[src/modular_add_sub_mul_unit_assert.svh]
// assertion macros for the modular arithmetic unit
// no dependencies; define NO_ASSERTIONS to drop all checks
`ifndef MODULAR_ADD_SUB_MUL_UNIT_ASSERT_SVH
`define MODULAR_ADD_SUB_MUL_UNIT_ASSERT_SVH
`ifndef NO_ASSERTIONS
`define MAU_ASSERT_IMPL(label, clk, rst_n, prop, msg) \
    label: assert property (@(posedge clk) disable iff (!rst_n) prop) else $error(msg);
`define MAU_ASSERT_NEXT(label, clk, rst_n, pre, post, msg) \
    label: assert property (@(posedge clk) disable iff (!rst_n) (pre) |=> (post)) else $error(msg);
`else
`define MAU_ASSERT_IMPL(label, clk, rst_n, prop, msg)
`define MAU_ASSERT_NEXT(label, clk, rst_n, pre, post, msg)
`endif
`endif

[src/mau_pkg.sv]
// shared types and constants for the modular arithmetic unit
// no dependencies
package mau_pkg;
    localparam int WORDS = 4;
    localparam int WORD_BITS = 64;
    localparam int NUM_BITS = WORDS * WORD_BITS;
    localparam int WIDX_BITS = $clog2(WORDS);
    localparam int BIT_IDX_BITS = $clog2(NUM_BITS);
    localparam int CFG_IDX_BITS = 3;
    localparam logic [1:0] OP_ADD = 2'd0;
    localparam logic [1:0] OP_SUB = 2'd1;
    localparam logic [1:0] OP_MUL = 2'd2;

    typedef logic [WORD_BITS-1:0] word_t;
    typedef logic [NUM_BITS-1:0] num_t;

    // one classified job between front and back
    typedef struct packed {
        num_t       a;
        num_t       b;
        logic       is_mul;
        logic       is_sub;
        logic       use_q;
    } job_t;
endpackage

[src/mau_if.sv]
// valid/ready channel interfaces for the modular arithmetic unit
// depends on mau_pkg
interface mau_in_if import mau_pkg::*; ();
    logic       valid;
    logic       ready;
    logic [1:0] opcode;
    logic       modulus_sel;
    word_t      a_word;
    word_t      b_word;
    logic       last_word;
    modport source (output valid, opcode, modulus_sel, a_word, b_word, last_word,
                    input ready);
    modport sink (input valid, opcode, modulus_sel, a_word, b_word, last_word,
                  output ready);
endinterface


[src/mau_front.sv]
// front: gathers operand words and classifies the job
// depends on mau_pkg, mau_if
module mau_front import mau_pkg::*; (
    input  logic          clk,
    input  logic          rst_n,
    mau_in_if.sink        in_ch,
    output logic          job_valid,
    input  logic          job_ready,
    output job_t          job
);
    word_t a_store_reg [WORDS];
    word_t b_store_reg [WORDS];
    logic [WIDX_BITS-1:0] word_count_reg;
    logic [WIDX_BITS-1:0] word_count_next;
    logic job_valid_reg;
    job_t job_reg;
    logic take;
    num_t a_cat;
    num_t b_cat;

    // hold input while a finished job waits for the back
    assign in_ch.ready = !job_valid_reg;
    assign take = in_ch.valid && in_ch.ready;
    assign job_valid = job_valid_reg;
    assign job = job_reg;

    always_comb
    begin
        for (int i = 0; i < WORDS; i++)
        begin
            a_cat[i*WORD_BITS +: WORD_BITS] = a_store_reg[i];
            b_cat[i*WORD_BITS +: WORD_BITS] = b_store_reg[i];
        end
        // last word bypasses the store
        a_cat[word_count_reg*WORD_BITS +: WORD_BITS] = in_ch.a_word;
        b_cat[word_count_reg*WORD_BITS +: WORD_BITS] = in_ch.b_word;
        word_count_next = word_count_reg;
        if (take)
        begin
            word_count_next = in_ch.last_word ? '0 : word_count_reg + 1'b1;
        end
    end

    always_ff @(posedge clk)
    begin
        if (take)
        begin
            a_store_reg[word_count_reg] <= in_ch.a_word;
            b_store_reg[word_count_reg] <= in_ch.b_word;
        end
        if (take && in_ch.last_word)
        begin
            job_reg.a <= a_cat;
            job_reg.b <= b_cat;
            job_reg.is_mul <= in_ch.opcode[1];
            job_reg.is_sub <= (in_ch.opcode == OP_SUB);
            job_reg.use_q <= in_ch.modulus_sel;
        end
    end

    always_ff @(posedge clk or negedge rst_n)
    begin
        if (!rst_n)
        begin
            word_count_reg <= '0;
            job_valid_reg <= 1'b0;
        end
        else
        begin
            word_count_reg <= word_count_next;
            if (take && in_ch.last_word)
                job_valid_reg <= 1'b1;
            else if (job_ready)
                job_valid_reg <= 1'b0;
        end
    end
endmodule

[src/flat_wrapper.sv]
// flat-port wrapper written by rule: the top's interface ports become plain ports
module mau_front_flat import mau_pkg::*;
  (clk, rst_n, job_valid, job_ready, job, in_ch_valid, in_ch_opcode, in_ch_modulus_sel, in_ch_a_word, in_ch_b_word, in_ch_last_word, in_ch_ready);
  mau_in_if in_ch_i ();
  input  logic clk;
  input  logic rst_n;
  output logic job_valid;
  input  logic job_ready;
  output job_t job;
  input wire logic [$bits(in_ch_i.valid)-1:0] in_ch_valid;
  input wire logic [$bits(in_ch_i.opcode)-1:0] in_ch_opcode;
  input wire logic [$bits(in_ch_i.modulus_sel)-1:0] in_ch_modulus_sel;
  input wire logic [$bits(in_ch_i.a_word)-1:0] in_ch_a_word;
  input wire logic [$bits(in_ch_i.b_word)-1:0] in_ch_b_word;
  input wire logic [$bits(in_ch_i.last_word)-1:0] in_ch_last_word;
  output wire logic [$bits(in_ch_i.ready)-1:0] in_ch_ready;
  assign in_ch_i.valid = in_ch_valid;
  assign in_ch_i.opcode = in_ch_opcode;
  assign in_ch_i.modulus_sel = in_ch_modulus_sel;
  assign in_ch_i.a_word = in_ch_a_word;
  assign in_ch_i.b_word = in_ch_b_word;
  assign in_ch_i.last_word = in_ch_last_word;
  assign in_ch_ready = in_ch_i.ready;
  mau_front u_core (.clk(clk), .rst_n(rst_n), .in_ch(in_ch_i), .job_valid(job_valid), .job_ready(job_ready), .job(job));
endmodule
[config.mk]
export PLATFORM = sky130hd
export DESIGN_NAME = mau_front_flat
export DESIGN_NICKNAME = d
export VERILOG_FILES = /design/src/modular_add_sub_mul_unit_assert.svh /design/src/mau_pkg.sv /design/src/mau_if.sv /design/src/mau_front.sv /design/src/flat_wrapper.sv
export SDC_FILE = /design/constraint.sdc
export NUM_CORES = 1
export LEC_CHECK = 0
export BUFFER_PORTS_ARGS = -buffer_cell sky130_fd_sc_hd__buf_2
export CORE_MARGIN = 8
export CORE_UTILIZATION = 55
export CTS_CLUSTER_DIAMETER = 200
export DETAILED_ROUTE_END_ITERATION = 8
export PLACE_DENSITY = 0.76
export SETUP_SLACK_MARGIN = 0.05
export SLEW_MARGIN = 20
export SYNTH_ARGS = -nofsm -noshare
export SYNTH_HDL_FRONTEND = slang
export SYNTH_SLANG_ARGS = --single-unit
[constraint.sdc]
create_clock -name clk -period 14.46 [get_ports clk]
set_input_delay 2.169 -clock clk [delete_from_list [all_inputs] [get_ports clk]]
set_output_delay 2.169 -clock clk [all_outputs]
set_load 0.02 [all_outputs]
### Word-level counts from Yosys, hierarchy flattened

Memories as Yosys holds them, arrays and structs flattened.
Index checks and enable logic that the tools add are counted.

* $lt $le $gt $ge: 0
* divide/modulo/power cells: 0
* bitwise logic cells: 0
* mux-type cells: 7
* shift-type cells: 3
* equality and inequality tests: 1
* add/sub/neg operators: 2
* reduce and logical (&&, ||, !) cells: 4
* $mul: 0

Operators with widths (count)
* 256-bit bitwise mux: 2
* 64-bit by 34-bit variable part select with 256-bit output: 2
* 64-bit by 34-bit variable shift with 256-bit output (first input constant): 1
* 8-bit negation with 34-bit output: 1
* 1-bit two-way mux: 4
* 2-bit by 1-bit adder with 2-bit output (second input constant): 1
* 2-bit by 1-bit equality test with 1-bit output (second input constant): 1
* 1-bit logical AND: 2
* 2-bit two-way mux: 1
* 2-bit nonzero test: 1
* 1-bit logical NOT: 1

* bits in writable memories: 512
* output and inout port bits: 517
* latch bits: 0
* logic and storage cells: 26
* register bits: 518
* memories: 2
* memory bits (read-only): 0

Memories
* u_core.a_store_reg: words 4, bits a word 64, rd ports 4, clocked after Yosys merged registers in 0, write ports 1, line mau_front.sv:11 `word_t a_store_reg [WORDS];`
* u_core.b_store_reg: words 4, bits a word 64, rd ports 4, clocked after Yosys merged registers in 0, write ports 1, line mau_front.sv:12 `word_t b_store_reg [WORDS];`

### Depth between registers and ports, before layout

* depth after elaboration: 4
* depth in mapped cells: 6
* mapped depth without buffers: 4

### Least setup slack after synthesis

Ideal clock, no wire load.

* kind: input to register
* start point: input in_ch_valid
* end point: register u_core.job_reg, in the netlist u_core.job[0] (enable)
* arrival: 14.128 ns
* data required time: 13.516 ns
* cell stages on the path: 2
* slack: -0.612 ns
* cells stage by stage: nor2b_1 and2_1

* cells in the longest elaborated chain, start to end: 2

RTL lines
* from (decl): line flat_wrapper.sv:10 `input wire logic [$bits(in_ch_i.valid)-1:0] in_ch_valid;`
* 1-bit logical AND: line mau_front.sv:23 `assign take = in_ch.valid && in_ch.ready;`
* 1-bit logical AND: line mau_front.sv:51 `if (take && in_ch.last_word)`
* to (decl): line mau_front.sv:16 `job_t job_reg;`

Every way passes these cells.
A chain may end at the register's enable or synchronous reset.

### Final worst setup path

* start point: input in_ch_valid
* end point: register u_core.job_reg, in the netlist u_core.job[117] (enable)

The elaborated chain is that of the path after synthesis.

==> out/metrics.cfg <==
[routing]
route.vias.total = 20820
drc = 0
initialDrtViolationCount = 2517
routed_via_density = 6.314
routedWlPerCell_um = 29.22
drt_first_pass_iters = 6
antenna_left = 0
drt-total-wl_um = 96380

[synthesis]
synth_top_area_share_pct = 84.64
synth-edff-count = 1027
ys_ff_latch = 1030
yosysMostFrequentCell = edfxtp_1
yosys.area.top_type = edfxtp_1
synthFlopType = edfxtp_1
synth.net_count = 1845
synth_area_leaders = edfxtp_1, a22o_1, a32o_1, buf_2, clkbuf_1
yosysWarnings = 0
syn_area_per_cell_sq_um = 21.41
yosysSeqAreaShare_pct = 84.84
async_flop_share_pct = 0.2913
yosysUniqueCellTypes = 23
synth_common_cells = edfxtp_1, a22o_1, a32o_1
netlist_area_sq_mm = 0.03644
synth_cells = 1702

[setup_path]
start_kind = input port
startpoint = in_ch_valid
path_common_cell = buf_4
endpoint = u_core.job[117]
rr_endpoint = u_core.job[117]
crit_chain = buf_2 > nor2b_1 > and2_4 > buf_4 > buf_4
path_depth = 5
critPathKind = input port to register
rrSetupSlack_ns = 10.35
critPathTopFamily = buffers and inverters
crit_slowest_cell = buf_4
slowest_delay_ns = 0.92
critPathRequiredTime_ns = 14.72
rr_startpoint = u_core.job_valid
endpoint_kind = register
path_max_fanout = 82
reg2reg_depth = 4
cp.arrival_ns = 5.65
critical_path_buf_inv_count = 3

[pwr]
cellInternalPower_uw = 5565
powerDensity_mw_per_mm2 = 172.3
p_leak_uw = 0.01559
power.total_uw = 7533
combPwrFrac_pct = 15.6
seq_power_share_pct = 50.0
ir_worst_vdd_mv = 0.1381
power.net_switching_uw = 1968
netSwitchingFraction_pct = 26.13
clkPwrFrac_pct = 34.4

[clock_tree]
hold_buffers = 0
htree_levels = 3
cts_buffers = 98
clkLatencyLatePin_ns = 0.65
cts_buffer_depth = 3
ctsResizeCount = 0
cts_tree = built
clock-root-buffer = clkbuf_16
cts.clk_slew.worst_paths_ns = 0.06
postCtsSetupBuffers = 0
clkSinkCount = 1030

[sta]
worst-slew-pin-transition_ns = 1.092
clock.fmax_ghz = 0.1855
hold_viol_final = 0
finalCriticalPeriod_ns = 5.391
finClkSkew_ns = 0.02450
slew_viol_final = 0
setup-tns-final_ns = 0
slew_headroom_pct = 27.18
setup_slack_ns = 9.069
setup_viol = 0
period_share_pct = 37.28
rsz0062_at_grt = no

[job]
drv_cap = 0

[global_route]
antenna_found_initial = 9
grt_pass1_wl_um = 138200
track_usage_pct = 24.57
grt.overflow.total = 0
grt_max_degree = 153
grt_pass1_vias = 20460

[placement]
place_hpwl_um = 58570
place_ws_ns = 8.454
port_buffers = 652
place.gp.congestion = 0.8278
dp.cells = 3112

[status]
status = completed

[die]
coreArea_sq_mm = 0.06563
die-area_sq_mm = 0.07474
die_w_um = 273.4
top_level_ports = 653
die_h_um = 273.4
start_util_pct = 55.52
rows = 94

[final_layout]
areaGrowthSynthToFinish_pct = 19.97
fillers = 4197
drive_above_1_share_pct = 34.24
instances_no_fill = 3298
largest_reg_flops = 515
nNetsFinal = 2492

[worst_hold_path]
hold_path_class = register to register

## power groups by stage
stage	logic [uW]	clock network [uW]	registers (uW)
6_report	1180	2590	3760
4_1_cts	1180	2620	3760
3_5_place_dp	1180	0	3820
3_3_place_gp	1130	0	3810
5_1_grt	1240	2740	3780
2_1_floorplan	610	0	3970
## layer usage
layer | GRT usage (%) | routed length, um | share of wire (%)
met5 | 0 | 59 | 0.061
met1 | 31.17 | 34100 | 35
met4 | 8.503 | 3000 | 3.1
met2 | 41.37 | 48910 | 51
met3 | 6.035 | 10310 | 11
## how the worst min path moves through the flow
stage	startpoint	end	slack, ns	cells past startpoint
floorplan	u_core.b_store_reg[2][0]	u_core.job[131]	0.51	1
CTS	u_core.a_store_reg[1][31]	u_core.job[354]	0.53	1
global route	u_core.b_store_reg[2][25]	u_core.job[156]	0.54	1
detailed placement	u_core.a_store_reg[3][45]	u_core.job[496]	0.52	1
global placement	u_core.b_store_reg[2][30]	u_core.job[161]	0.51	1
finish	u_core.a_store_reg[1][31]	u_core.job[354]	0.53	1
## worst reg2reg max path, stage by stage, from the launching register on
cell and delay [ns]:
dfrtp_1 0.41, nor2b_1 0.45, and2_4 0.90, buf_4 0.90, buf_4 0.98
## metrics by stage
stage / utilization, % / hold slack, ns / instance area [sq um]
6_report: 66.61 / 0.5285 / 43720
5_1_grt: 66.60 / 0.5438 / 43710
4_1_cts: 66.55 / 0.5275 / 43680
3_5_place_dp: 61.57 / 0.5180 / 40410
3_3_place_gp: 61.57 / 0.5148 / 40410
2_1_floorplan: - / 0.5094 / 36440
## logic make-up (layout without fill, tap and decap cells)
kind of cell | count (synthesis) | after routing | share of synthesized area [%]
AND/OR/NAND/NOR | 15 | 15 | 0.3262
adder cells (fa/ha/maj) | 7 | 7 | 0.2404
multiplexers | 1 | 1 | 0.03090
flip-flops | 1030 | 1030 | 84.84
AO/OA/AOI/OAI | 514 | 514 | 12.85
buffers and inverters | 135 | 863 | 1.713
other | 0 | 4 | 0
## cell type report
class	instances	area [sq um]	share of cell area, %
Antenna cell	4	10.01	0.02290
Clock buffer	114	2555	5.844
Clock inverter	67	718.2	1.643
Inverter	8	40.04	0.09159
Multi-Input combinational cell	537	4936	11.29
Sequential cell	1030	30910	70.72
Tap cell	864	1081	2.473
Timing Repair Buffer	674	3461	7.917
## placed cells by master (no fill, tap or decap), types with 2 or more instances in the layout
cell,netlist,routed
nor2b_1,3,2
diode_2,0,4
edfxtp_1,1027,1027
clkbuf_16,0,100
clkinv_1,1,25
inv_1,7,3
dfrtp_1,3,3
and2_4,0,5
clkinvlp_4,0,3
clkinv_2,0,20
inv_16,0,2
clkbuf_1,50,14
ha_1,7,7
buf_4,4,20
and4bb_4,0,2
a22o_1,366,366
bufinv_16,0,14
inv_4,0,4
a32o_1,146,146
buf_2,70,652
Note: power is estimated with default switching activity, not from simulation.
